`config.mk`:
```
export PLATFORM = sky130hd
export DESIGN_NAME = gregorian_date_classifier_flat
export DESIGN_NICKNAME = d
export VERILOG_FILES = /design/src/hdl/gdc_pkg.sv /design/src/hdl/gdc_if.sv /design/src/hdl/gdc_calendar.sv /design/src/hdl/gdc_weekday.sv /design/src/hdl/gregorian_date_classifier.sv /design/src/flat_wrapper.sv
export SDC_FILE = /design/constraint.sdc
export NUM_CORES = 1
export LEC_CHECK = 0
export BUFFER_PORTS_ARGS = -buffer_cell sky130_fd_sc_hd__buf_2
export CELL_PAD_IN_SITES_DETAIL_PLACEMENT = 0
export CELL_PAD_IN_SITES_GLOBAL_PLACEMENT = 1
export CORE_MARGIN = 2
export CORE_UTILIZATION = 53
export CTS_CLUSTER_DIAMETER = 30
export DETAILED_ROUTE_END_ITERATION = 6
export GPL_ROUTABILITY_DRIVEN = 0
export PLACE_DENSITY_LB_ADDON = 0.05
export SLEW_MARGIN = 0
export SYNTH_ARGS = -nofsm -noshare
export SYNTH_HDL_FRONTEND = slang
export SYNTH_SLANG_ARGS = --single-unit
export TNS_END_PERCENT = 5
```
`constraint.sdc`:
```
create_clock -name clk -period 6.49 [get_ports clk]
set_input_delay 0.3245 -clock clk [delete_from_list [all_inputs] [get_ports clk]]
set_output_delay 0.3245 -clock clk [all_outputs]
set_load 0.05 [all_outputs]
```
`src/hdl/gdc_pkg.sv`:
```
// ----------------------------------------------------------------------------
// gdc_pkg
// widths, calendar tables, division constants and the stage payload type
// ----------------------------------------------------------------------------
package gdc_pkg;

	// field widths
	localparam int DAY_W   = 5;
	localparam int MONTH_W = 4;
	localparam int YEAR_W  = 14;
	localparam int DOW_W   = 3;
	localparam int MLEN_W  = 5;
	localparam int DOY_W   = 9;
	localparam int MASK_W  = 7;
	localparam int YY_W    = 15;
	localparam int SUM_W   = 15;
	localparam int NUM_MONTHS = 12;

	// month codes
	localparam logic [MONTH_W-1:0] MONTH_JAN = 4'd1;
	localparam logic [MONTH_W-1:0] MONTH_FEB = 4'd2;
	localparam logic [MONTH_W-1:0] MONTH_DEC = 4'd12;

	// one 400-year cycle, keeps the shifted year positive
	localparam logic [YY_W-1:0] CYCLE_YEARS = 15'd400;

	// x / 25 == (x * DIV25_MULT) >> DIV25_SHIFT for x below 43690
	localparam int              DIV25_SHIFT = 20;
	localparam logic [15:0]     DIV25_MULT  = 16'd41944;
	localparam logic [4:0]      DIVISOR_25  = 5'd25;

	// weekday arithmetic
	localparam logic [3:0]       WEEK_LEN = 4'd7;
	localparam logic [DOW_W-1:0] DOW_SAT  = 3'd6;
	localparam logic [DOW_W-1:0] DOW_LAST = 3'd6;

	// month and year lengths
	localparam logic [MLEN_W-1:0] FEB_DAYS      = 5'd28;
	localparam logic [MLEN_W-1:0] FEB_DAYS_LEAP = 5'd29;
	localparam logic [DOY_W-1:0]  YEAR_DAYS      = 9'd365;
	localparam logic [DOY_W-1:0]  YEAR_DAYS_LEAP = 9'd366;

	// weekend mask after reset: friday and saturday
	localparam logic [MASK_W-1:0] WEEKEND_MASK_RESET = 7'd96;

	// days in each month, common year
	localparam logic [MLEN_W-1:0] MONTH_DAYS [NUM_MONTHS] = '{
		5'd31, 5'd28, 5'd31, 5'd30, 5'd31, 5'd30,
		5'd31, 5'd31, 5'd30, 5'd31, 5'd30, 5'd31
	};

	// days before the first of each month, common year
	localparam logic [DOY_W-1:0] DAYS_BEFORE [NUM_MONTHS] = '{
		9'd0,   9'd31,  9'd59,  9'd90,  9'd120, 9'd151,
		9'd181, 9'd212, 9'd243, 9'd273, 9'd304, 9'd334
	};

	// (31 * shifted month) / 12, shifted month is march = 1 .. february = 12
	localparam logic [4:0] SHIFT_TERM [NUM_MONTHS] = '{
		5'd28, 5'd31, 5'd2,  5'd5,  5'd7,  5'd10,
		5'd12, 5'd15, 5'd18, 5'd20, 5'd23, 5'd25
	};

	// calendar results handed from the calendar stages to the weekday stages
	typedef struct packed {
		logic              date_valid;
		logic              leap_year;
		logic [MLEN_W-1:0] month_length;
		logic [MLEN_W-1:0] days_to_month_end;
		logic [DOY_W-1:0]  days_to_year_end;
		logic [DAY_W-1:0]  day;
		logic [4:0]        shift_term;
		logic [YY_W-1:0]   yy;
	} cal_t;

endpackage

```
`src/hdl/gdc_if.sv`:
```
// ----------------------------------------------------------------------------
// gdc_if
// valid/ready channels for the date request and the classification result
// ----------------------------------------------------------------------------

// date request channel
interface gdc_date_if;
	logic                         valid;
	logic                         ready;
	logic [gdc_pkg::DAY_W-1:0]    day;
	logic [gdc_pkg::MONTH_W-1:0]  month;
	logic [gdc_pkg::YEAR_W-1:0]   year;

	modport source (output valid, output day, output month, output year, input ready);
	modport sink (input valid, input day, input month, input year, output ready);
endinterface

// classification result channel
interface gdc_info_if;
	logic                        valid;
	logic                        ready;
	logic                        date_valid;
	logic [gdc_pkg::DOW_W-1:0]   day_of_week;
	logic                        leap_year;
	logic [gdc_pkg::MLEN_W-1:0]  month_length;
	logic                        end_of_week;
	logic                        weekend;
	logic                        business_day;
	logic [gdc_pkg::DOW_W-1:0]   days_to_week_end;
	logic [gdc_pkg::MLEN_W-1:0]  days_to_month_end;
	logic [gdc_pkg::DOY_W-1:0]   days_to_year_end;

	modport source (
		output valid, output date_valid, output day_of_week, output leap_year,
		output month_length, output end_of_week, output weekend, output business_day,
		output days_to_week_end, output days_to_month_end, output days_to_year_end,
		input ready
	);
	modport sink (
		input valid, input date_valid, input day_of_week, input leap_year,
		input month_length, input end_of_week, input weekend, input business_day,
		input days_to_week_end, input days_to_month_end, input days_to_year_end,
		output ready
	);
endinterface

```
`src/hdl/gdc_calendar.sv`:
```
// ----------------------------------------------------------------------------
// gdc_calendar
// stages 1 and 2: month decode, leap year, date check and remaining days
// ----------------------------------------------------------------------------
module gdc_calendar (
	input  logic          clk,
	input  logic          arst_n,
	gdc_date_if.sink      date,
	output logic          cal_valid,
	input  logic          cal_ready,
	output gdc_pkg::cal_t cal
);

	// stage 1 combinational
	logic                           month_ok_c;
	logic [gdc_pkg::MONTH_W-1:0]    midx_c;
	logic                           jan_feb_c;
	logic [gdc_pkg::YY_W-1:0]       yy_c;
	logic [27:0]                    prod100_c;
	logic [25:0]                    prod400_c;

	// stage 1 registers
	logic                           v_s1;
	logic [gdc_pkg::DAY_W-1:0]      day_s1;
	logic [gdc_pkg::YEAR_W-1:0]     year_s1;
	logic                           month_ok_s1;
	logic                           is_feb_s1;
	logic                           after_feb_s1;
	logic [gdc_pkg::MLEN_W-1:0]     mlen_base_s1;
	logic [gdc_pkg::DOY_W-1:0]      doy_base_s1;
	logic [4:0]                     shift_s1;
	logic [gdc_pkg::YY_W-1:0]       yy_s1;
	logic [27:0]                    prod100_s1;
	logic [25:0]                    prod400_s1;

	// stage 2 combinational
	logic [7:0]                     q100_c;
	logic [5:0]                     q400_c;
	logic                           div4_c;
	logic                           div100_c;
	logic                           div400_c;
	logic                           leap_c;
	logic [gdc_pkg::MLEN_W-1:0]     mlen_c;
	logic                           day_ok_c;
	logic [gdc_pkg::DOY_W-1:0]      doy_c;
	logic [gdc_pkg::DOY_W-1:0]      ylen_c;
	gdc_pkg::cal_t                  cal_c;

	// stage 2 registers
	logic                           v_s2;
	gdc_pkg::cal_t                  cal_s2;

	// per-stage handshake
	logic ready_s1;
	logic ready_s2;

	assign ready_s2   = !v_s2 || cal_ready;
	assign ready_s1   = !v_s1 || ready_s2;
	assign date.ready = ready_s1;
	assign cal_valid  = v_s2;
	assign cal        = cal_s2;

	// month decode, shifted year and the year / 25 products
	always_comb begin
		month_ok_c = (date.month >= gdc_pkg::MONTH_JAN) && (date.month <= gdc_pkg::MONTH_DEC);
		midx_c     = month_ok_c ? (date.month - gdc_pkg::MONTH_JAN) : '0;
		jan_feb_c  = (date.month <= gdc_pkg::MONTH_FEB);
		yy_c       = gdc_pkg::YY_W'(date.year) + gdc_pkg::CYCLE_YEARS
		           - gdc_pkg::YY_W'(jan_feb_c);
		prod100_c  = 28'(date.year[13:2]) * 28'(gdc_pkg::DIV25_MULT);
		prod400_c  = 26'(date.year[13:4]) * 26'(gdc_pkg::DIV25_MULT);
	end

	// stage valid bits
	always_ff @(posedge clk or negedge arst_n) begin
		if (!arst_n) begin
			v_s1 <= 1'b0;
			v_s2 <= 1'b0;
		end else begin
			if (ready_s1) begin
				v_s1 <= date.valid;
			end
			if (ready_s2) begin
				v_s2 <= v_s1;
			end
		end
	end

	// stage 1 payload
	always_ff @(posedge clk) begin
		if (ready_s1 && date.valid) begin
			day_s1       <= date.day;
			year_s1      <= date.year;
			month_ok_s1  <= month_ok_c;
			is_feb_s1    <= (date.month == gdc_pkg::MONTH_FEB);
			after_feb_s1 <= (date.month > gdc_pkg::MONTH_FEB);
			mlen_base_s1 <= gdc_pkg::MONTH_DAYS[midx_c];
			doy_base_s1  <= gdc_pkg::DAYS_BEFORE[midx_c];
			shift_s1     <= gdc_pkg::SHIFT_TERM[midx_c];
			yy_s1        <= yy_c;
			prod100_s1   <= prod100_c;
			prod400_s1   <= prod400_c;
		end
	end

	// leap year, month length, date check and days remaining
	always_comb begin
		q100_c   = prod100_s1[27:gdc_pkg::DIV25_SHIFT];
		q400_c   = prod400_s1[25:gdc_pkg::DIV25_SHIFT];
		div4_c   = (year_s1[1:0] == 2'd0);
		div100_c = div4_c && (year_s1[13:2] == 12'(12'(q100_c) * 12'(gdc_pkg::DIVISOR_25)));
		div400_c = (year_s1[3:0] == 4'd0)
		        && (year_s1[13:4] == 10'(10'(q400_c) * 10'(gdc_pkg::DIVISOR_25)));
		leap_c   = div400_c || (div4_c && !div100_c);
		if (is_feb_s1) begin
			mlen_c = leap_c ? gdc_pkg::FEB_DAYS_LEAP : gdc_pkg::FEB_DAYS;
		end else begin
			mlen_c = mlen_base_s1;
		end
		day_ok_c = month_ok_s1 && (day_s1 != '0) && (day_s1 <= mlen_c);
		doy_c    = doy_base_s1 + gdc_pkg::DOY_W'(day_s1)
		         + gdc_pkg::DOY_W'(leap_c && after_feb_s1);
		ylen_c   = leap_c ? gdc_pkg::YEAR_DAYS_LEAP : gdc_pkg::YEAR_DAYS;

		cal_c.date_valid        = day_ok_c;
		cal_c.leap_year         = leap_c;
		cal_c.month_length      = mlen_c;
		cal_c.days_to_month_end = mlen_c - day_s1 + gdc_pkg::MLEN_W'(1);
		cal_c.days_to_year_end  = ylen_c - doy_c + gdc_pkg::DOY_W'(1);
		cal_c.day               = day_s1;
		cal_c.shift_term        = shift_s1;
		cal_c.yy                = yy_s1;
	end

	// stage 2 payload
	always_ff @(posedge clk) begin
		if (ready_s2 && v_s1) begin
			cal_s2 <= cal_c;
		end
	end

endmodule

```
`src/hdl/gdc_weekday.sv`:
```
// ----------------------------------------------------------------------------
// gdc_weekday
// stages 3 to 5: weekday sum, mod 7 reduction, flags and output register
// ----------------------------------------------------------------------------
module gdc_weekday (
	input  logic                        clk,
	input  logic                        arst_n,
	input  logic [gdc_pkg::MASK_W-1:0]  weekend_mask,
	input  logic                        cal_valid,
	output logic                        cal_ready,
	input  gdc_pkg::cal_t               cal,
	gdc_info_if.source                  info
);

	typedef struct packed {
		logic                       date_valid;
		logic [gdc_pkg::DOW_W-1:0]  day_of_week;
		logic                       leap_year;
		logic [gdc_pkg::MLEN_W-1:0] month_length;
		logic                       end_of_week;
		logic                       weekend;
		logic                       business_day;
		logic [gdc_pkg::DOW_W-1:0]  days_to_week_end;
		logic [gdc_pkg::MLEN_W-1:0] days_to_month_end;
		logic [gdc_pkg::DOY_W-1:0]  days_to_year_end;
	} res_t;

	// stage 3 combinational and registers
	logic [28:0]               prod100_c;
	logic [26:0]               prod400_c;
	logic                      v_s3;
	gdc_pkg::cal_t             cal_s3;
	logic [28:0]               prod100_s3;
	logic [26:0]               prod400_s3;

	// stage 4 combinational and registers
	logic [8:0]                q100_c;
	logic [6:0]                q400_c;
	logic [gdc_pkg::SUM_W-1:0] sum_c;
	logic                      v_s4;
	gdc_pkg::cal_t             cal_s4;
	logic [gdc_pkg::SUM_W-1:0] sum_s4;

	// stage 5 combinational and registers
	logic [5:0]                digits_c;
	logic [3:0]                fold_c;
	logic [gdc_pkg::DOW_W-1:0] dow_c;
	logic                      we_c;
	res_t                      res_c;
	logic                      v_s5;
	res_t                      res_s5;

	// per-stage handshake
	logic ready_s3;
	logic ready_s4;
	logic ready_s5;

	assign ready_s5  = !v_s5 || info.ready;
	assign ready_s4  = !v_s4 || ready_s5;
	assign ready_s3  = !v_s3 || ready_s4;
	assign cal_ready = ready_s3;

	// shifted year / 100 and / 400 as (year / 4) / 25 and (year / 16) / 25
	always_comb begin
		prod100_c = 29'(cal.yy[14:2]) * 29'(gdc_pkg::DIV25_MULT);
		prod400_c = 27'(cal.yy[14:4]) * 27'(gdc_pkg::DIV25_MULT);
	end

	// weekday sum before reduction
	always_comb begin
		q100_c = prod100_s3[28:gdc_pkg::DIV25_SHIFT];
		q400_c = prod400_s3[26:gdc_pkg::DIV25_SHIFT];
		sum_c  = gdc_pkg::SUM_W'(cal_s3.day) + cal_s3.yy
		       + gdc_pkg::SUM_W'(cal_s3.yy[14:2]) - gdc_pkg::SUM_W'(q100_c)
		       + gdc_pkg::SUM_W'(q400_c) + gdc_pkg::SUM_W'(cal_s3.shift_term);
	end

	// mod 7 by folding octal digits (8 is 1 mod 7), then the result fields
	always_comb begin
		digits_c = 6'(sum_s4[2:0]) + 6'(sum_s4[5:3]) + 6'(sum_s4[8:6])
		         + 6'(sum_s4[11:9]) + 6'(sum_s4[14:12]);
		fold_c   = 4'(digits_c[5:3]) + 4'(digits_c[2:0]);
		if (fold_c >= gdc_pkg::WEEK_LEN) begin
			dow_c = 3'(fold_c - gdc_pkg::WEEK_LEN);
		end else begin
			dow_c = fold_c[2:0];
		end
		we_c = weekend_mask[dow_c];

		res_c = '0;
		if (cal_s4.date_valid) begin
			res_c.date_valid        = 1'b1;
			res_c.day_of_week       = dow_c;
			res_c.leap_year         = cal_s4.leap_year;
			res_c.month_length      = cal_s4.month_length;
			res_c.end_of_week       = (dow_c == gdc_pkg::DOW_SAT);
			res_c.weekend           = we_c;
			res_c.business_day      = !we_c;
			res_c.days_to_week_end  = gdc_pkg::DOW_LAST - dow_c;
			res_c.days_to_month_end = cal_s4.days_to_month_end;
			res_c.days_to_year_end  = cal_s4.days_to_year_end;
		end
	end

	// stage valid bits
	always_ff @(posedge clk or negedge arst_n) begin
		if (!arst_n) begin
			v_s3 <= 1'b0;
			v_s4 <= 1'b0;
			v_s5 <= 1'b0;
		end else begin
			if (ready_s3) begin
				v_s3 <= cal_valid;
			end
			if (ready_s4) begin
				v_s4 <= v_s3;
			end
			if (ready_s5) begin
				v_s5 <= v_s4;
			end
		end
	end

	// stage payloads
	always_ff @(posedge clk) begin
		if (ready_s3 && cal_valid) begin
			cal_s3     <= cal;
			prod100_s3 <= prod100_c;
			prod400_s3 <= prod400_c;
		end
		if (ready_s4 && v_s3) begin
			cal_s4 <= cal_s3;
			sum_s4 <= sum_c;
		end
		if (ready_s5 && v_s4) begin
			res_s5 <= res_c;
		end
	end

	// output register drives the result channel
	assign info.valid             = v_s5;
	assign info.date_valid        = res_s5.date_valid;
	assign info.day_of_week       = res_s5.day_of_week;
	assign info.leap_year         = res_s5.leap_year;
	assign info.month_length      = res_s5.month_length;
	assign info.end_of_week       = res_s5.end_of_week;
	assign info.weekend           = res_s5.weekend;
	assign info.business_day      = res_s5.business_day;
	assign info.days_to_week_end  = res_s5.days_to_week_end;
	assign info.days_to_month_end = res_s5.days_to_month_end;
	assign info.days_to_year_end  = res_s5.days_to_year_end;

endmodule

```
`src/hdl/gregorian_date_classifier.sv`:
```
// ----------------------------------------------------------------------------
// gregorian_date_classifier
// classifies one gregorian date per request: validity, leap year, weekday,
// weekend and business-day flags, and days left in week, month and year
// ----------------------------------------------------------------------------
// Five-stage pipeline: a date request goes in each clock while ready is high, and
// its result leaves stage 5 on the info channel, one result per request in
// request order. Every stage has its own valid bit and takes a new request
// whenever it is empty or its successor moves, so the date channel stays
// ready while any stage holds a bubble, even with a result waiting at the
// output; ready drops only when all five stages are full and info is stalled.
// Stages: 1 month decode and the year / 25 products, 2 leap year and
// remaining days, 3 shifted-year / 25 products, 4 weekday sum, 5 mod 7,
// flags and output register. The weekend mask is written through cfg_we /
// cfg_wdata and resets to friday and saturday; the user must write it only while
// no request is in flight; the block does not enforce it. A month outside 1..12
// or a day outside the month gives date_valid low and every other field zero.
module gregorian_date_classifier (
	input  logic                        clk,
	input  logic                        arst_n,
	input  logic                        cfg_we,
	input  logic [gdc_pkg::MASK_W-1:0]  cfg_wdata,
	gdc_date_if.sink                    date,
	gdc_info_if.source                  info
);

	logic [gdc_pkg::MASK_W-1:0] weekend_mask_q;
	logic                       cal_valid;
	logic                       cal_ready;
	gdc_pkg::cal_t              cal;

	// weekend mask register
	always_ff @(posedge clk or negedge arst_n) begin
		if (!arst_n) begin
			weekend_mask_q <= gdc_pkg::WEEKEND_MASK_RESET;
		end else if (cfg_we) begin
			weekend_mask_q <= cfg_wdata;
		end
	end

	// calendar stages
	gdc_calendar u_calendar (
		.clk       (clk),
		.arst_n    (arst_n),
		.date      (date),
		.cal_valid (cal_valid),
		.cal_ready (cal_ready),
		.cal       (cal)
	);

	// weekday stages and output register
	gdc_weekday u_weekday (
		.clk          (clk),
		.arst_n       (arst_n),
		.weekend_mask (weekend_mask_q),
		.cal_valid    (cal_valid),
		.cal_ready    (cal_ready),
		.cal          (cal),
		.info         (info)
	);

endmodule

```
`src/flat_wrapper.sv`:
```
// flat-port wrapper written by rule: the top's interface ports become plain ports
module gregorian_date_classifier_flat 
  (clk, arst_n, cfg_we, cfg_wdata, date_valid, date_day, date_month, date_year, date_ready, info_valid, info_date_valid, info_day_of_week, info_leap_year, info_month_length, info_end_of_week, info_weekend, info_business_day, info_days_to_week_end, info_days_to_month_end, info_days_to_year_end, info_ready);
  gdc_date_if date_i ();
  gdc_info_if info_i ();
  input  logic clk;
  input  logic arst_n;
  input  logic cfg_we;
  input  logic [gdc_pkg::MASK_W-1:0] cfg_wdata;
  input wire logic [$bits(date_i.valid)-1:0] date_valid;
  input wire logic [$bits(date_i.day)-1:0] date_day;
  input wire logic [$bits(date_i.month)-1:0] date_month;
  input wire logic [$bits(date_i.year)-1:0] date_year;
  output wire logic [$bits(date_i.ready)-1:0] date_ready;
  output wire logic [$bits(info_i.valid)-1:0] info_valid;
  output wire logic [$bits(info_i.date_valid)-1:0] info_date_valid;
  output wire logic [$bits(info_i.day_of_week)-1:0] info_day_of_week;
  output wire logic [$bits(info_i.leap_year)-1:0] info_leap_year;
  output wire logic [$bits(info_i.month_length)-1:0] info_month_length;
  output wire logic [$bits(info_i.end_of_week)-1:0] info_end_of_week;
  output wire logic [$bits(info_i.weekend)-1:0] info_weekend;
  output wire logic [$bits(info_i.business_day)-1:0] info_business_day;
  output wire logic [$bits(info_i.days_to_week_end)-1:0] info_days_to_week_end;
  output wire logic [$bits(info_i.days_to_month_end)-1:0] info_days_to_month_end;
  output wire logic [$bits(info_i.days_to_year_end)-1:0] info_days_to_year_end;
  input wire logic [$bits(info_i.ready)-1:0] info_ready;
  assign date_i.valid = date_valid;
  assign date_i.day = date_day;
  assign date_i.month = date_month;
  assign date_i.year = date_year;
  assign date_ready = date_i.ready;
  assign info_valid = info_i.valid;
  assign info_date_valid = info_i.date_valid;
  assign info_day_of_week = info_i.day_of_week;
  assign info_leap_year = info_i.leap_year;
  assign info_month_length = info_i.month_length;
  assign info_end_of_week = info_i.end_of_week;
  assign info_weekend = info_i.weekend;
  assign info_business_day = info_i.business_day;
  assign info_days_to_week_end = info_i.days_to_week_end;
  assign info_days_to_month_end = info_i.days_to_month_end;
  assign info_days_to_year_end = info_i.days_to_year_end;
  assign info_i.ready = info_ready;
  gregorian_date_classifier u_core (.clk(clk), .arst_n(arst_n), .cfg_we(cfg_we), .cfg_wdata(cfg_wdata), .date(date_i), .info(info_i));
endmodule
```
## After elaboration in Yosys (flattened, before gate mapping)

Memories as Yosys holds them, arrays and structs flattened. A register that Yosys moved wholly into a read port is not among the register bits.
Cells that the tools add are included.

- Reductions and logical operators: 28
- Order comparisons: 7
- Add/sub/neg operators: 21
- Bitwise gates (word level): 1
- Multiplexer cells: 8
- Equality and inequality tests: 4
- Multipliers: 6

Operators by type and width:

| operator | number |
|---|---|
| 2-to-1 mux 30 bit | 1 |
| multiplier 13 x 13 -> 26 bit, second input constant | 1 |
| multiplier 12 x 13 -> 25 bit, second input constant | 1 |
| multiplier 11 x 13 -> 24 bit, second input constant | 1 |
| multiplier 10 x 13 -> 23 bit, second input constant | 1 |
| adder 14 x 9 -> 15 bit, second input constant | 1 |
| adder 15 x 13 -> 15 bit | 1 |
| adder 15 x 5 -> 15 bit | 1 |
| adder 15 x 7 -> 15 bit | 1 |
| adder 5 x 15 -> 15 bit | 1 |
| subtractor 15 x 1 -> 15 bit | 1 |
| subtractor 15 x 9 -> 15 bit | 1 |
| == test 12 bit | 1 |
| logical AND 1 bit | 12 |
| multiplier 8 x 5 -> 12 bit, second input constant | 1 |
| == test 10 bit | 1 |
| multiplier 6 x 5 -> 10 bit, second input constant | 1 |
| adder 9 x 1 -> 9 bit | 1 |
| adder 9 x 1 -> 9 bit, second input constant | 1 |
| adder 9 x 5 -> 9 bit | 1 |
| subtractor 9 bit | 1 |
| adder 3 x 3 -> 4 bit | 2 |
| zero test 1 bit | 7 |
| adder 5 x 3 -> 6 bit | 1 |
| 27 further kinds | 33 |

- Memories kept: 3
- ROM bits: 304
- Input bits: 35
- Output and inout bits: 32
- Register bits: 305

Memory list:

| name | words | bits a word | rd ports | clocked after memory_dff | write ports | line | RTL |
|---|---|---|---|---|---|---|---|
| (no name shown) | 16 | 9 | 1 | 1 | 0 | gdc_calendar.sv:98 | `doy_base_s1 <= gdc_pkg::DAYS_BEFORE[midx_c];` |
| (no name shown) | 16 | 5 | 1 | 1 | 0 | gdc_calendar.sv:99 | `shift_s1 <= gdc_pkg::SHIFT_TERM[midx_c];` |
| (no name shown) | 16 | 5 | 1 | 1 | 0 | gdc_calendar.sv:97 | `mlen_base_s1 <= gdc_pkg::MONTH_DAYS[midx_c];` |

## Logic depth before layout (Yosys ltp)

Gate-level depths: netlist of the first run.

- Depth after elaboration: 11
- Depth in mapped cells: 24
- Mapped depth without buffers: 24

## Cells and area by module

From an unflattened synthesis of the first run, not the netlist that was laid out.

- Cells, all modules: 1836
- Area, all modules: 21565.7 µm²

Modules (own cells, without submodules):

| module | cells an instance | area an instance (µm²) | seq. area each (µm²) | instances |
|---|---|---|---|---|
| gdc_weekday | 960 | 11452.2 | 3888.7 | 1 |
| gdc_calendar | 861 | 9819.4 | 3353.2 | 1 |
| gregorian_date_classifier | 15 | 294.0 | 177.7 | 1 |

## Worst setup path before layout of the first run

No wires, ideal clock.

- Kind: register to register
- Start point: reg u_core.u_calendar.prod100_s1[21]
- End point: reg u_core.u_calendar.cal_s2, in the netlist u_core.u_calendar.cal[33], data pin
- Path buffers: 0
- Arrival: 4.727 ns
- Setup time: 0.262 ns
- Setup slack: 1.500 ns
- Stages on the path, launching flop included: 24
- Data required time: 6.228 ns
- Path through: edfxtp_1 -> ha_1 -> ha_1 -> ha_1 -> inv_1 -> fa_1 -> nand2b_1 -> a21boi_1 -> o21ai_0 -> a211oi_1 -> and4b_1 -> a31oi_1 -> nand2_1 -> fa_1 -> inv_1 -> fa_1 -> inv_1 -> ha_1 -> a21o_1 -> a21oi_1 -> o21bai_1 -> a21oi_1 -> a21oi_1 -> xor2_1

RTL lines:

| what | line | RTL |
|---|---|---|
| from (decl) | gdc_calendar.sv:33 | `logic [27:0] prod100_s1;` |
| from (signal assigned) | gdc_calendar.sv:101 | `prod100_s1 <= prod100_c;` |
| to (signal assigned) | gdc_calendar.sv:138 | `cal_s2 <= cal_c;` |
| to (decl) | gdc_calendar.sv:51 | `gdc_pkg::cal_t cal_s2;` |

==> results of run 1 <==
[routing by layer]
metal | global-route usage (%) | wire length (um)
met1 | 28.4 | 18700
met2 | 35.8 | 19600
met3 | 3.39 | 1130
met4 | 5.60 | 774
met5 | 0 | 0
[worst min-delay path by stage]
stage,slack (ps),start,end
6_report,50,date_year[1],u_core.u_calendar.year_s1[1]$_DFFE_PP_
4_1_cts,10,date_year[1],u_core.u_calendar.year_s1[1]$_DFFE_PP_
2_1_floorplan,30,arst_n,u_core.u_calendar.cal_valid$_DFFE_PN0P_
3_5_place_dp,230,arst_n,u_core.weekend_mask_q[1]$_DFFE_PN0P_
5_1_grt,20,date_year[1],u_core.u_calendar.year_s1[1]$_DFFE_PP_
3_3_place_gp,220,arst_n,u_core.weekend_mask_q[1]$_DFFE_PN0P_
[logic make-up after synthesis]
logic type                 count (synthesis)  synth area share (%)
DFF                                      241                  34.3
and+or+nand+nor                          216                  5.31
buffers and inverters                    405                  7.33
xor gates and xnor gates                 102                  4.30
muxes                                     15                 0.825
adders and majority gates                578                  41.5
AOI/OAI and AO/OA                        208                  6.40
[registers in the layout (all words and copies together), names as in the netlist, 8 cells and up]
register                                count
u_core.u_weekday.cal_s3                    43
u_core.u_weekday.prod100_s3                 9
u_core.u_weekday.info.days_to_year_end      9
u_core.u_weekday.cal_s4                    18
u_core.u_calendar.cal                      43
u_core.u_calendar.year_s1                  14
u_core.u_weekday.sum_s4                    15
u_core.u_calendar.yy_s1                    15
u_core.u_calendar.prod100_s1                8
u_core.u_calendar.doy_base_s1               9
[cells in the mapped netlist, types with 4 or more instances]
master and n:
nor2_1 47, mux2i_1 6, a21boi_1 4, and3_1 6, inv_2 4, nand4_1 11
fa_1 195, ha_1 383, edfxtp_1 229, o21ai_0 21, nor3_1 11, nand2b_1 13
a31oi_1 5, a21o_1 23, a21oi_1 68, xnor2_1 73, or3_1 5, a211oi_1 10
nand3_1 20, o31ai_1 4, xor2_1 28, and2_1 27, mux2_2 8, clkbuf_1 11
dfrtp_1 10, or2_2 7, o21ai_1 21, o211ai_1 10, o21bai_1 6, inv_1 385
o21a_1 8, nand2_1 42, nor2b_1 14
[per-stage QoR]
step	instances	hold WS, ps	area (um^2)
floorplan	1765	28.9	20900
global placement	2346	223	21900
detailed placement	2346	229	21900
CTS	2462	9.88	23900
global route	2462	21.8	23900
finish	2462	45.1	23900
[repair_timing]
item                                    in CTS  in global routing
endpoints found under the setup margin       0                  0
hold endpoints to repair                    26                  0
hold buffers                                15                  0
[layout make-up]
cell class	instances	area share [%]
multi-input cells	1119	51.1
flip-flops and latches	241	30.0
inverters	391	6.14
clock buffers	59	5.81
well taps	518	2.71
repair buffers	92	2.35
clock inverters	42	1.95
==> metrics.yaml, run 1 <==
hold_viol: 0
ys_types: 66
synth-seq-cells: 241
cp.depth: 23
reg2reg_to: "u_core.u_calendar.cal[33]$_DFFE_PP_"
status: "finished, final reports clean"
clkLatencyLatePin_ps: 580
critPathTopFamily: "adder cells"
start_util_pct: 53.9
crit_path_end_kind: "register"
post-route-util_pct: 61.7
grt_pass1_vias: 13700
worst-path-buf-inv: 3
fmax_ghz: 0.175
cp.required_ps: 6820
dp_hpwl_um: 32400
cp_max_fo: 4
synthesis.area_um2: 20900
h-tree-depth: 2
fillers: 3140
antenna_found_initial: 0
worstPathArrival_ps: 6030
die_w_um: 203
synth.top_cell.area_share_pct: 32.8
pin_count: 67
cap_violations: 0
syn_to_final_growth_pct: 14.4
ant_nets: 0
setup-violations-final: 0
fin_worst_skew_ps: 41.3
num-nets-final: 2513
drtPass1Iterations: 5
yosysWarnings: 0
first_iter_violations: 483
r2r_start: "u_core.u_calendar.prod100_s1[21]$_DFFE_PP_"
critical_path.cell_chain: "ha_1 -> ha_1 -> ha_1 -> inv_1 -> fa_1 -> nand2b_1 -> a21boi_1 -> o21ai_0 -> a211oi_1 -> and4b_1 -> a31oi_1 -> nand2_1 -> fa_1 -> inv_1 -> fa_1 -> inv_1 -> ha_1 -> a21o_1 -> a21oi_1 -> o21bai_1 -> a21oi_1 -> a21oi_1 -> xor2_1"
drive_gt1_share_pct: 10.7
ys.flop_type: "edfxtp_1"
final_common_cell: "inv_1"
async_reset_ff_share_pct: 4.98
worstMarginPinSlew_ps: 1010
grt_setup_unrepaired: "no"
r2r_slack_ps: 790
drv_slew: 0
start_kind: "register"
remaining_drc_errors: 0
die-height_um: 203
avgSynthCellArea_um2: 11.9
synth_cells: 1765
crit_start: "u_core.u_calendar.prod100_s1[21]$_DFFE_PP_"
grt.overflow.total: 0
synth_edf_count: 229
holdPathStages: 1
via_per_inst: 5.09
dp_slack_ps: 707
coreArea_um2: 38800
crit_slowest_cell: "a31oi_1"
slowest_delay_ps: 590
portBuffers: 66
clock-root-buffer: "clkbuf_16"
ff_latch_area_um2: 7180
period_share_pct: 87.9
postCtsSetupRepairBufs: 0
numCtsBuffers: 55
syn-num-nets: 2378
synth_largest_area_cell: "edfxtp_1"
clkTransAtPathRegs_ps: 50
yosysSeqAreaShare_pct: 34.3
track_usage_pct: 21.1
vias: 12500
dieArea_um2: 41100
slew_headroom_pct: 32.5
cts_tree: "built"
hp-class: "in2reg"
yosys-top-cells-area: "edfxtp_1, ha_1, fa_1, inv_1, xnor2_1"
finalSetupTns_ps: 0
cts_num_sinks: 241
min_period_ps: 5700
cts_max_path_buffers: 3
r2r_cells: 23
grt_max_degree: 68
diodes: 0
grt_first_pass_wirelength_um: 68200
finalWorstSetupSlack_ps: 787
routed_wl_um: 40200
cts_resized: 0
multi_input_area_um2: 12200
wl_per_cell_um: 16.3
crit_end: "u_core.u_calendar.cal[33]$_DFFE_PP_"
final_cell_mix: "inv_1, ha_1, edfxtp_1"
cpMostUsedCell: "ha_1"
rows: 72
crit_type: "reg2reg"
Power of run 1 is not shown: default switching activity piles up to over one toggle a cycle in this logic, so the estimate is an artifact.
==> run 2: changes to the inputs <==
--- a/config.mk
+++ b/config.mk
@@ -9,7 +9,7 @@
 export CELL_PAD_IN_SITES_DETAIL_PLACEMENT = 0
 export CELL_PAD_IN_SITES_GLOBAL_PLACEMENT = 1
 export CORE_MARGIN = 2
-export CORE_UTILIZATION = 53
+export CORE_UTILIZATION = 45
 export CTS_CLUSTER_DIAMETER = 30
 export DETAILED_ROUTE_END_ITERATION = 6
 export GPL_ROUTABILITY_DRIVEN = 0
==> metrics.yaml, run 2 (synthesized netlist as in run 1, its figures left out) <==
status: "finished, final reports clean"
final_cell_mix: "inv_1, ha_1, edfxtp_1"
track_usage_pct: 18.6
remaining_drc_errors: 0
ant_nets: 0
portBuffers: 66
die_w_um: 220
vias: 12400
num-nets-final: 2520
grt.overflow.total: 0
pin_count: 67
antenna_found_initial: 0
syn_to_final_growth_pct: 16.2
routed_wl_um: 41500
hp-class: "in2reg"
met2_length_um: 19800
start_kind: "register"
cp.required_ps: 6830
worstPathArrival_ps: 6050
grt_first_pass_wirelength_um: 69800
wl_met1_um: 19700
drtPass1Iterations: 4
min_period_ps: 5710
clock-root-buffer: "clkbuf_16"
grt_setup_unrepaired: "no"
cts_max_path_buffers: 3
numCtsBuffers: 59
fmax_ghz: 0.175
via_per_inst: 4.86
holdPathStages: 4
dp_hpwl_um: 33700
crit_path_end_kind: "register"
diodes: 0
worstMarginPinSlew_ps: 1070
drive_gt1_share_pct: 11.3
crit_type: "reg2reg"
wl_per_cell_um: 16.2
fin_worst_skew_ps: 56.4
hold_viol: 0
dieArea_um2: 48300
finalSetupTns_ps: 0
coreArea_um2: 46300
start_util_pct: 45.3
r2r_cells: 23
slew_headroom_pct: 28.1
clkLatencyLatePin_ps: 610
cts_num_sinks: 241
cap_violations: 0
cp_max_fo: 4
final_common_cell: "inv_1"
grt_max_degree: 68
first_iter_violations: 505
setup-violations-final: 0
grt_pass1_vias: 13400
die-height_um: 220
cts_tree: "built"
top_layer: "met4"
period_share_pct: 87.9
h-tree-depth: 2
postCtsSetupRepairBufs: 0
rows: 79
met3WireLength_um: 1280
drv_slew: 0
clkTransAtPathRegs_ps: 50
## run 2: path summary, 6_finish.rpt
path / endpoint / slack (ps) / startpoint
min in group asynchronous: u_core.u_weekday.info.valid$_DFFE_PN0P_ / 180 / arst_n
setup reg to reg: u_core.u_calendar.cal[33]$_DFFE_PP_ / 780 / u_core.u_calendar.prod100_s1[21]$_DFFE_PP_
hold / removal: u_core.u_weekday.v_s4$_DFFE_PN0P_ / 50 / info_ready
setup / recovery: u_core.u_calendar.cal[33]$_DFFE_PP_ / 780 / u_core.u_calendar.prod100_s1[21]$_DFFE_PP_
max in group asynchronous: u_core.weekend_mask_q[6]$_DFFE_PN1P_ / 6020 / arst_n
hold reg to reg: u_core.u_calendar.cal[14]$_DFFE_PP_ / 370 / u_core.u_calendar.yy_s1[14]$_DFFE_PP_
## run 2: cell type report
cell class	instances	area [um^2]
Inverter	391	1470
Multi-Input combinational cell	1119	12200
Tap cell	607	759
Timing Repair Buffer	95	588
Clock inverter	50	619
Fill cell	4108	21900
Clock buffer	61	1480
Sequential cell	241	7180
## run 2: through the flow
| step | util [%] | setup slack [ps] | hold WS (ps) | area [um^2] | cells |
|---|---|---|---|---|---|
| after detailed placement | 47.7 | 656 | 229 | 22100 | 2437 |
| after global routing | 52.6 | 325 | 54.6 | 24300 | 2564 |
| after floorplan | - | 1500 | 28.9 | 20900 | 1765 |
| after global placement | 47.7 | 787 | 225 | 22100 | 2437 |
| final | 52.6 | 784 | 47.0 | 24300 | 2564 |
| after CTS | 52.6 | 663 | 4.61 | 24300 | 2564 |
## run 2: routing by layer
metal	up-vias	GRT usage (%)
met3	43	3.08
li1	6227	-
met2	138	30.6
met4	0	4.88
met1	6041	25.5
met5	-	0
## run 2: critical path, cell delays in order (launching register included)
cell,delay (ps)
edfxtp_1,440
ha_1,320
ha_1,290
ha_1,300
inv_1,60
fa_1,450
nand2b_1,160
a21boi_1,270
o21ai_0,120
a211oi_1,220
and4b_1,220
a31oi_1,540
nand2_1,170
fa_1,420
inv_1,80
fa_1,150
inv_1,60
ha_1,270
a21o_1,160
a21oi_1,210
o21bai_1,90
a21oi_1,220
a21oi_1,110
xor2_1,140
## run 2: timing repair
| action | CTS | global route |
|---|---|---|
| hold buffers | 16 | 0 |
| gates resized for setup | 0 | 0 |
| setup endpoints to repair | 0 | 0 |
| hold endpoints to repair | 27 | 0 |
Power of run 2 is left out for the same reason.
